--- src/hw/rtl/cdd_pkg.sv ---
package cdd_pkg;

	localparam int YEAR_BITS  = 12;
	localparam int DIFF_W     = 22;
	localparam int DOY_W      = 9;
	localparam int C400_W     = 9;
	localparam int MONTH_W    = 4;
	localparam int MDAY_W     = 5;
	localparam int HOUR_W     = 5;
	localparam int MINUTE_W   = 6;
	localparam int SEC_W      = 6;

	localparam int LEAP_CYCLE = 400;
	localparam int DAYS_YEAR  = 365;
	localparam int DAYS_LEAP  = 366;

	typedef enum logic [0:0] {
		ALU_ADD = 1'b0,
		ALU_SUB = 1'b1
	} alu_op_t;

	// leap test on the year's position in the 400-year cycle
	function automatic logic is_leap(input logic [C400_W-1:0] c);
		return (c[1:0] == 2'b00) &&
			(c != C400_W'(100)) && (c != C400_W'(200)) && (c != C400_W'(300));
	endfunction

	// days before the first of the month, common year
	function automatic logic [DOY_W-1:0] days_before(input logic [MONTH_W-1:0] m);
		logic [DOY_W-1:0] d;
		case (m)
			4'd0:    d = DOY_W'(0);
			4'd1:    d = DOY_W'(31);
			4'd2:    d = DOY_W'(59);
			4'd3:    d = DOY_W'(90);
			4'd4:    d = DOY_W'(120);
			4'd5:    d = DOY_W'(151);
			4'd6:    d = DOY_W'(181);
			4'd7:    d = DOY_W'(212);
			4'd8:    d = DOY_W'(243);
			4'd9:    d = DOY_W'(273);
			4'd10:   d = DOY_W'(304);
			default: d = DOY_W'(334);
		endcase
		return d;
	endfunction

endpackage

--- src/hw/rtl/calendar_day_difference.sv ---
// Throughput: one item at a time; busy stays high until the result is out, set by the
//   one-year-per-cycle accumulation loop through the shared adder.
// Reset: arst_n clears the sequencer and the done strobe asynchronously; data registers are
//   not reset. The receiver cannot stall: done is high for one cycle with the result.
module calendar_day_difference (
	input  logic                                 clk,
	input  logic                                 arst_n,
	input  logic                                 start,
	output logic                                 busy,
	input  logic        [cdd_pkg::YEAR_BITS-1:0] start_year,
	input  logic        [cdd_pkg::MONTH_W-1:0]   start_month,
	input  logic        [cdd_pkg::MDAY_W-1:0]    start_mday,
	input  logic        [cdd_pkg::HOUR_W-1:0]    start_hour,
	input  logic        [cdd_pkg::MINUTE_W-1:0]  start_minute,
	input  logic        [cdd_pkg::SEC_W-1:0]     start_sec,
	input  logic        [cdd_pkg::YEAR_BITS-1:0] end_year,
	input  logic        [cdd_pkg::MONTH_W-1:0]   end_month,
	input  logic        [cdd_pkg::MDAY_W-1:0]    end_mday,
	input  logic        [cdd_pkg::HOUR_W-1:0]    end_hour,
	input  logic        [cdd_pkg::MINUTE_W-1:0]  end_minute,
	input  logic        [cdd_pkg::SEC_W-1:0]     end_sec,
	output logic                                 done,
	output logic signed [cdd_pkg::DIFF_W-1:0]    day_difference
);

	// Sequencer:
	//   IDLE       wait for start, latch the item
	//   RED_END    end year mod 400 by repeated subtraction of 400
	//   RED_START  same for start year; on exit, seed acc with
	//              doy(end) - doy(start) - (start time later than end time)
	//   YEARS      add 365/366 per year from start year up to end year
	typedef enum logic [3:0] {
		ST_IDLE      = 4'b0001,
		ST_RED_END   = 4'b0010,
		ST_RED_START = 4'b0100,
		ST_YEARS     = 4'b1000
	} state_t;

	state_t state_q;
	logic   done_q;

	logic [cdd_pkg::YEAR_BITS-1:0] sy_q, ey_q, yr_q, rem_q;
	logic [cdd_pkg::MONTH_W-1:0]   smon_q, emon_q;
	logic [cdd_pkg::MDAY_W-1:0]    smday_q, emday_q;
	logic                          late_q;
	logic [cdd_pkg::C400_W-1:0]    end_c400_q, c400_q;
	logic [cdd_pkg::DIFF_W-1:0]    acc_q;
	logic signed [cdd_pkg::DIFF_W-1:0] result_q;

	logic                        accept;
	logic                        time_late;
	logic [cdd_pkg::DIFF_W-1:0]  rem_ext;
	logic [cdd_pkg::C400_W-1:0]  rem_c400;
	logic                        more_years;

	cdd_pkg::alu_op_t            alu_op;
	logic [cdd_pkg::DIFF_W-1:0]  alu_a, alu_b, alu_res;
	logic                        alu_ge;

	logic [cdd_pkg::DOY_W-1:0]   doy_s, doy_e;

	assign accept     = start && !busy;
	assign busy       = (state_q != ST_IDLE);
	assign done       = done_q;
	assign day_difference = result_q;

	// lexicographic compare of (hour, minute, second)
	assign time_late  = {start_hour, start_minute, start_sec} > {end_hour, end_minute, end_sec};

	assign rem_ext    = cdd_pkg::DIFF_W'(rem_q);
	assign rem_c400   = rem_ext[cdd_pkg::C400_W-1:0];
	assign more_years = (yr_q < ey_q);

	// shared unit: subtract 400 while reducing, accumulate year lengths otherwise
	always_comb begin
		case (state_q)
			ST_RED_END, ST_RED_START: begin
				alu_op = cdd_pkg::ALU_SUB;
				alu_a  = rem_ext;
				alu_b  = cdd_pkg::DIFF_W'(cdd_pkg::LEAP_CYCLE);
			end
			default: begin
				alu_op = cdd_pkg::ALU_ADD;
				alu_a  = acc_q;
				alu_b  = cdd_pkg::is_leap(c400_q) ? cdd_pkg::DIFF_W'(cdd_pkg::DAYS_LEAP)
					: cdd_pkg::DIFF_W'(cdd_pkg::DAYS_YEAR);
			end
		endcase
	end

	cdd_alu u_alu (
		.op  (alu_op),
		.a   (alu_a),
		.b   (alu_b),
		.res (alu_res),
		.ge  (alu_ge)
	);

	// start leap flag is only meaningful on the RED_START exit cycle (rem_q < 400)
	cdd_doy u_doy_start (
		.month (smon_q),
		.mday  (smday_q),
		.leap  (cdd_pkg::is_leap(rem_c400)),
		.doy   (doy_s)
	);

	cdd_doy u_doy_end (
		.month (emon_q),
		.mday  (emday_q),
		.leap  (cdd_pkg::is_leap(end_c400_q)),
		.doy   (doy_e)
	);

	// control
	always_ff @(posedge clk or negedge arst_n) begin
		if (!arst_n) begin
			state_q <= ST_IDLE;
			done_q  <= 1'b0;
		end else begin
			done_q <= 1'b0;
			case (state_q)
				ST_IDLE: begin
					if (accept) state_q <= ST_RED_END;
				end
				ST_RED_END: begin
					if (!alu_ge) state_q <= ST_RED_START;
				end
				ST_RED_START: begin
					if (!alu_ge) state_q <= ST_YEARS;
				end
				ST_YEARS: begin
					if (!more_years) begin
						state_q <= ST_IDLE;
						done_q  <= 1'b1;
					end
				end
				default: state_q <= ST_IDLE;
			endcase
		end
	end

	// datapath
	always_ff @(posedge clk) begin
		case (state_q)
			ST_IDLE: begin
				if (accept) begin
					sy_q    <= start_year;
					ey_q    <= end_year;
					smon_q  <= start_month;
					emon_q  <= end_month;
					smday_q <= start_mday;
					emday_q <= end_mday;
					late_q  <= time_late;
					rem_q   <= end_year;
				end
			end
			ST_RED_END: begin
				if (alu_ge) begin
					rem_q <= alu_res[cdd_pkg::YEAR_BITS-1:0];
				end else begin
					end_c400_q <= rem_c400;
					rem_q      <= sy_q;
				end
			end
			ST_RED_START: begin
				if (alu_ge) begin
					rem_q <= alu_res[cdd_pkg::YEAR_BITS-1:0];
				end else begin
					c400_q <= rem_c400;
					yr_q   <= sy_q;
					acc_q  <= cdd_pkg::DIFF_W'(doy_e) - cdd_pkg::DIFF_W'(doy_s)
						- cdd_pkg::DIFF_W'(late_q);
				end
			end
			ST_YEARS: begin
				if (more_years) begin
					acc_q  <= alu_res;
					yr_q   <= yr_q + 1'b1;
					c400_q <= (c400_q == cdd_pkg::C400_W'(cdd_pkg::LEAP_CYCLE - 1))
						? '0 : c400_q + 1'b1;
				end else begin
					result_q <= acc_q;
				end
			end
			default: ;
		endcase
	end

endmodule

--- src/hw/rtl/cdd_alu.sv ---
module cdd_alu (
	input  cdd_pkg::alu_op_t             op,
	input  logic [cdd_pkg::DIFF_W-1:0]   a,
	input  logic [cdd_pkg::DIFF_W-1:0]   b,
	output logic [cdd_pkg::DIFF_W-1:0]   res,
	output logic                         ge
);

	// shared add/sub; ge is the unsigned a >= b flag
	always_comb begin
		case (op)
			cdd_pkg::ALU_SUB: res = a - b;
			default:          res = a + b;
		endcase
	end

	assign ge = (a >= b);

endmodule

--- src/hw/rtl/cdd_doy.sv ---
module cdd_doy (
	input  logic [cdd_pkg::MONTH_W-1:0] month,
	input  logic [cdd_pkg::MDAY_W-1:0]  mday,
	input  logic                        leap,
	output logic [cdd_pkg::DOY_W-1:0]   doy
);

	logic [cdd_pkg::MONTH_W-1:0] m_sat;
	logic                        feb_extra;

	// month codes past December count as December
	assign m_sat     = (month > cdd_pkg::MONTH_W'(11)) ? cdd_pkg::MONTH_W'(11) : month;
	assign feb_extra = leap && (m_sat >= cdd_pkg::MONTH_W'(2));
	assign doy       = cdd_pkg::days_before(m_sat) + cdd_pkg::DOY_W'(feb_extra)
		+ cdd_pkg::DOY_W'(mday);

endmodule

--- config.mk ---
export PLATFORM = sky130hd
export DESIGN_NAME = calendar_day_difference
export DESIGN_NICKNAME = d
export VERILOG_FILES = /design/src/hw/rtl/cdd_pkg.sv /design/src/hw/rtl/calendar_day_difference.sv /design/src/hw/rtl/cdd_alu.sv /design/src/hw/rtl/cdd_doy.sv
export SDC_FILE = /design/constraint.sdc
export NUM_CORES = 1
export LEC_CHECK = 0
export BUFFER_PORTS_ARGS = -buffer_cell sky130_fd_sc_hd__buf_2
export CORE_AREA = 8 8 150 124
export DETAILED_ROUTE_END_ITERATION = 8
export DIE_AREA = 0 0 158 132
export GPL_ROUTABILITY_DRIVEN = 1
export PLACE_DENSITY = 0.84
export SETUP_SLACK_MARGIN = 0.15
export SYNTH_ARGS = -nofsm -noshare
export SYNTH_HDL_FRONTEND = slang
export SYNTH_SLANG_ARGS = --single-unit
--- constraint.sdc ---
create_clock -name clk -period 7 [get_ports clk]
set_input_delay 0.7 -clock clk [delete_from_list [all_inputs] [get_ports clk]]
set_output_delay 0.7 -clock clk [all_outputs]
set_load 0.02 [all_outputs]
==> results of run 1 <==
==> through the flow <==
step / total power, uW / instance area (um^2) / hold WS (ps) / util, % / instances
2_1_floorplan: 2930 / 8680 / 404 / - / 840
3_3_place_gp: 3270 / 9370 / 435 / 57.9 / 1131
3_5_place_dp: 3360 / 9370 / 441 / 57.9 / 1131
4_1_cts: 4260 / 9950 / 73.5 / 61.5 / 1163
5_1_grt: 4600 / 9950 / 74.6 / 61.5 / 1163
6_report: 4270 / 9950 / 69.9 / 61.5 / 1163
==> power by group through the flow <==
stage                     logic (uW)  clock network (uW)  registers [uW]
after floorplan                 1730                   0            1200
after global placement          1970                   0            1300
after detailed placement        2060                   0            1300
after CTS                       2090                 886            1290
after global routing            2370                 923            1310
final                           2100                 880            1290
==> per-layer routing <==
metal  vias to the layer above  GRT usage [%]
met5                         -              0
met4                         0           8.42
met3                        47           5.83
met2                       316           32.6
met1                      3212           25.5
li1                       3247              -
==> worst max-delay path: stages, from the launching register on <==
cell       delay, ps
edfxtp_1         660
a21oi_1          190
inv_1            130
ha_1             190
nor2_1            60
a2111oi_0        620
fa_1             310
inv_1             60
fa_1             390
inv_1             70
a21oi_1           60
o21ai_0          200
and2_1           190
nor2_1            60
ha_1             350
a21o_1           230
or3_1            350
o22ai_1          160
xor2_1           280
nand3_1          170
o21a_1           400
a2111oi_0        360
==> synth_stat cells (all sizes together) (6+ instances only) <==
cell type,count,area [um^2]
mux2i,10,100
nor3,24,141
nor4,9,71.3
a21oi,44,224
nand4,11,68.8
nand2b,9,56.3
edfxtp,129,3870
xnor2,43,384
a21o,13,97.6
xor2,20,183
a211oi,9,72.6
a2111oi,8,108
fa,7,140
clkbuf,24,92.6
ha,62,776
nor2b,12,75.1
inv,64,240
nand2,77,292
o21ai,51,255
or3,6,37.5
a22oi,14,105
nor3b,7,52.6
nand3,19,95.1
o21a,9,67.6
nor2,64,240
buf,12,68.8
==> cells by family after synthesis <==
family | synth area share (%)
AOI/OAI and AO/OA | 15.0
xor gates and xnor gates | 6.53
adders and majority gates | 10.5
buffers and inverters | 4.62
DFF | 46.1
muxes | 1.54
and+or+nand+nor | 15.7
==> path summary, 6_finish.rpt <==
kind / end / cells past startpoint
max: acc_q[15] / 21
min: state_q[1] / 1
max reg2reg: acc_q[15] / 21
min reg2reg: day_difference[1] / 0
max in group asynchronous: state_q[0] / 1
min in group clk: emon_q[2] / 1
==> area by class of cell <==
cell class	instances	area [um^2]
Clock buffer	18	429
Fill cell	1335	6240
Timing Repair Buffer	107	548
Tap cell	220	275
Sequential cell	134	4000
Clock inverter	14	151
Inverter	64	240
Multi-Input combinational cell	606	4300
==> registers in the layout, indices dropped and copies added (netlist names) <==
signal / count
smday_q: 5
c400_q: 9
day_difference: 22
yr_q: 12
acc_q: 22
rem_q: 12
emon_q: 4
smon_q: 4
done: 1
state_q: 4
ey_q: 12
late_q: 1
end_c400_q: 9
emday_q: 5
sy_q: 12
==> results.tsv, run 1 <==
metric	value	unit
tritoncts	done	
antenna_found_initial	0	
critPathArrivalTime	5930	ps
reg2reg_slack	1280	ps
p_int	2570	uW
rows	42	
grt_pass1_wl	33900	um
path_clk_slew	60	ps
swShare	39.7	%
finalSetupTns	0	ps
core-area	0.0162	mm^2
root_buffer	clkbuf_16	
syn2layout_area_growth	14.6	%
synth_area	0.00868	mm^2
fmax	175	MHz
power_leakage	0.00397	uW
grt_max_degree	49	
crit_start	emon_q[3]	
ir_worst_vdd	0.000363	V
crit_path_end_kind	register	
layout_common_cells	129 x edfxtp_1, 102 x buf_2, 76 x nand2_1	
cap_violations	0	
wl_met3	1600	um
crit_required	7210	ps
syn_nets	988	
place_hpwl	14900	um
combPwrFrac	49.1	%
final_common_cell	edfxtp_1	
slew_violations	0	
diodes	0	
slew_headroom	26.0	%
die_w	158	um
final_nets	1078	
yosysWarnings	0	
cts_setup_buffers	0	
syn_area_per_cell	10.3	um^2
initial_core_util	53.7	%
cts_made_buffers	17	
pre_cts_ws	1360	ps
cp-start-kind	register	
clk_latency	430	ps
ys_types	77	
critPathMaxFanout	17	
synth_ff_type	edfxtp_1	
power_density	429	mW/mm^2
final_antenna_net_count	0	
async_flop_share	3.73	%
gr-total-overflow	0	
hold_viol_final	0	
post_drt_wl_per_cell	17.6	um
finalSetupViolations	0	
outcome	completed	
worst_pin_slew	1100	ps
r2r-start	emon_q[3]	
seqPwrFrac	30.3	%
io_pins	103	
ys_seq_area_share	46.1	%
netlist_instances	840	
die_area	0.0209	mm^2
synth-seq-cells	134	
drc	0	
pwr-share-clk	20.6	%
place.gp.congestion	0.941	
synth_edf_count	129	
top_layer	met4	
dr_total_vias	6822	
layout-drive-gt1-share	17.6	%
switching_power	1700	uW
finalCriticalPeriod	5720	ps
cts_resized	0	
cts_hold_buffers	0	
met2_length	9780	um
port_buffers	102	
wl_met1	8540	um
grt_pass1_vias	6893	
cts.sinks	134	
rsz0062_at_grt	no	
skew	9.05	ps
cts_max_level	4	
dr.first_iter.drc_count	713	
crit_type	register to register	
drt-pass1-iter-count	7	
die_h	132	um
drt-total-wl	20500	um
hold_path.class	primary input to asynchronous set/reset pin	
viasPerCell	5.87	
setup_ws	1280	ps
clk_path_buf_depth	2	
grt_usage	20.4	%
fin_crit_sh	81.6	%
Note: power is estimated with default switching activity, not from simulation.
==> inputs of run 2 (changes only) <==
--- a/config.mk
+++ b/config.mk
@@ -5,10 +5,11 @@
 export SDC_FILE = /design/constraint.sdc
 export NUM_CORES = 1
 export LEC_CHECK = 0
+export ABC_AREA = 1
 export BUFFER_PORTS_ARGS = -buffer_cell sky130_fd_sc_hd__buf_2
-export CORE_AREA = 8 8 150 124
+export CORE_AREA = 8 8 156 128
 export DETAILED_ROUTE_END_ITERATION = 8
-export DIE_AREA = 0 0 158 132
+export DIE_AREA = 0 0 164 136
 export GPL_ROUTABILITY_DRIVEN = 1
 export PLACE_DENSITY = 0.84
 export SETUP_SLACK_MARGIN = 0.15
==> constraint.sdc (replaced) <==
create_clock -name clk -period 5.7 [get_ports clk]
set_input_delay 0.57 -clock clk [delete_from_list [all_inputs] [get_ports clk]]
set_output_delay 0.57 -clock clk [all_outputs]
set_load 0.02 [all_outputs]
==> results.tsv, run 2 <==
metric	value	unit	change
drt-pass1-iter-count	7		unchanged
layout-drive-gt1-share	13.8	%	was 17.6%
finalSetupTns	0	ps	unchanged
holdWs	316	ps	was 69.9 ps
synth-seq-cells	134		unchanged
die_area	0.0223	mm^2	was 0.0209 mm^2
crit_top_cell	nand2_1		was inv_1
final_cells	1508		was 1,163
cap_violations	0		unchanged
crit_type	register to register		unchanged
syn_nets	1307		was 988
io_pins	103		unchanged
hold_viol_final	0		unchanged
place_hpwl	18700	um	was 14,900 um
fin_crit_sh	90.4	%	was 81.6%
tritoncts	done		unchanged
synth_ff_type	edfxtp_1		unchanged
final_nets	1413		was 1,078
slew_headroom	22.7	%	was 26.0%
ys_seq_area_share	42.6	%	was 46.1%
synth_common_cells	324 x nand2_1, 153 x inv_1, 129 x edfxtp_1		was 129 x edfxtp_1, 76 x nand2_1, 64 x inv_1, 64 x nor2_1, 62 x ha_1
initial_core_util	53.1	%	was 53.7%
rows	44		was 42
critPathMaxFanout	12		was 17
placement.cell_area	0.0101	mm^2	was 0.00937 mm^2
pwr-share-clk	17.0	%	was 20.6%
multiInputGateArea	0.00467	mm^2	was 0.00430 mm^2
finalSetupViolations	0		unchanged
viasPerCell	5.50		was 5.87
path_clk_slew	60	ps	about the same
fmax	194	MHz	was 175 MHz
cts_made_buffers	17		unchanged
cts.sinks	134		unchanged
synth.area.top_cells	edfxtp_1 41%, nand2_1 13%, ha_1 8.3%		was edfxtp_1 45%, ha_1 8.9%, xnor2_1 4.2%
power_leakage	0.00498	uW	was 0.00397 uW
place.gp.congestion	0.960		was 0.941
grt_pass1_vias	8069		was 6,893
synth_area	0.00938	mm^2	was 0.00868 mm^2
port_buffers	102		unchanged
final_antenna_net_count	0		unchanged
outcome	completed		unchanged
netlist_instances	1159		was 840
drt-total-wl	24400	um	was 20,500 um
core-area	0.0177	mm^2	was 0.0162 mm^2
cts_setup_buffers	0		unchanged
root_buffer	clkbuf_16		unchanged
synth.top_cell.area_share	41.3	%	was 44.6%
combPwrFrac	58.3	%	was 49.1%
async_flop_share	3.73	%	unchanged
stdcell_area	0.0108	mm^2	was 0.00995 mm^2
regArea	0.00400	mm^2	unchanged
layout_common_cells	323 x nand2_1, 153 x inv_1, 129 x edfxtp_1		was 129 x edfxtp_1, 102 x buf_2, 76 x nand2_1
p_int	3560	uW	was 2570 uW
final_common_cell	nand2_1		was edfxtp_1
syn2layout_area_growth	14.7	%	was 14.6%
clk_latency	430	ps	about the same
antenna_found_initial	0		unchanged
grt_pass1_wl	39900	um	was 33,900 um
crit_required	5990	ps	was 7210 ps
critPathArrivalTime	5440	ps	was 5930 ps
synth_most_common_cell	nand2_1		was edfxtp_1
slowest_stage	fa_1		was edfxtp_1
gr-total-overflow	0		unchanged
placedCellCount	1475		was 1,131
slew_violations	0		unchanged
hold_path.class	primary input to register		was primary input to asynchronous set/reset pin
finalCriticalPeriod	5150	ps	was 5720 ps
cts_max_level	4		unchanged
grt_usage	22.7	%	was 20.4%
critPathBufInv	3		unchanged
worst_pin_slew	1160	ps	was 1100 ps
grt_max_degree	44		was 49
ys_types	53		was 77
power_density	630	mW/mm^2	was 429 mW/mm^2
switching_power	3220	uW	was 1700 uW
ir_worst_vdd	0.000295	V	was 0.000363 V
synth_top_area_cell	edfxtp_1		unchanged
cp_top_family	adder cells		was compound AO/OA/AOI/OAI gates
cp-start-kind	register		unchanged
post_drt_wl_per_cell	16.2	um	was 17.6 um
die_h	136	um	was 132 um
yosysWarnings	0		unchanged
dr_total_vias	8292		was 6,822
drc	0		unchanged
syn_area_per_cell	8.10	um^2	was 10.3 um^2
diodes	0		unchanged
swShare	47.4	%	was 39.7%
clk_path_buf_depth	2		unchanged
seqPwrFrac	24.7	%	was 30.3%
max_stage_delay	480	ps	was 660 ps
crit_path_end_kind	register		unchanged
nFillCells	1517		was 1,335
dr.first_iter.drc_count	910		was 713
skew	9.69	ps	was 9.05 ps
die_w	164	um	was 158 um
fin_util	60.9	%	was 61.5%
synth_edf_count	129		unchanged
rsz0062_at_grt	no		unchanged
## run 2: layout make-up
cell class	count	share of cell area, %
tap	230	2.67
clock inverter	12	1.65
inverter	158	5.51
sequential	134	37.2
clock buffer	20	4.06
timing repair buffer	111	5.51
multi-input combinational	843	43.4
## run 2: worst paths after layout
kind | cells past startpoint | end | start | slack (ps)
min | 1 | sy_q[11] | start_year[11] | 320
min in group asynchronous | 2 | done | arst_n | 500
max reg2reg | 26 | acc_q[12] | smon_q[3] | 550
min reg2reg | 0 | day_difference[11] | acc_q[11] | 460
max | 26 | acc_q[12] | smon_q[3] | 550
max in group asynchronous | 2 | state_q[0] | arst_n | 4990
## run 2: power by group through the flow
stage	Combinational (uW)	Sequential, uW	Clock (uW)
after floorplan	2910	1630	0
after global placement	3820	1680	0
after global routing	4420	1690	1210
after detailed placement	3840	1690	0
after CTS	3880	1670	1170
final	3950	1670	1160
## run 2: logic make-up (layout without fill, tap and decap cells)
| logic type | count (synthesis) | in the layout | synth area share [%] |
|---|---|---|---|
| AOI/OAI and AO/OA | 154 | 154 | 9.56 |
| xor gates and xnor gates | 32 | 32 | 2.99 |
| adders and majority gates | 69 | 69 | 9.76 |
| buffers and inverters | 182 | 301 | 7.84 |
| DFF | 134 | 134 | 42.6 |
| and+or+nand+nor | 588 | 588 | 27.2 |
## run 2: what timing repair did
item	in CTS	in global routing
endpoints found under the hold margin	4	0
gates resized for setup	0	1
endpoints found under the setup margin	0	12
hold buffers	1	0
## run 2: per-stage QoR
step / total power (uW) / setup WS, ps
final: 6780 / 545
after global routing: 7320 / 139
after CTS: 6710 / 483
after detailed placement: 5530 / 571
after global placement: 5490 / 738
after floorplan: 4540 / 490
## run 2: per-layer routing
layer | wire [um] | track usage, % | up-vias
met5 | 0 | 0 | -
li1 | - | - | 4086
met1 | 10600 | 30.9 | 3756
met4 | 328 | 6.55 | 0
met3 | 2960 | 7.38 | 28
met2 | 10500 | 34.2 | 422
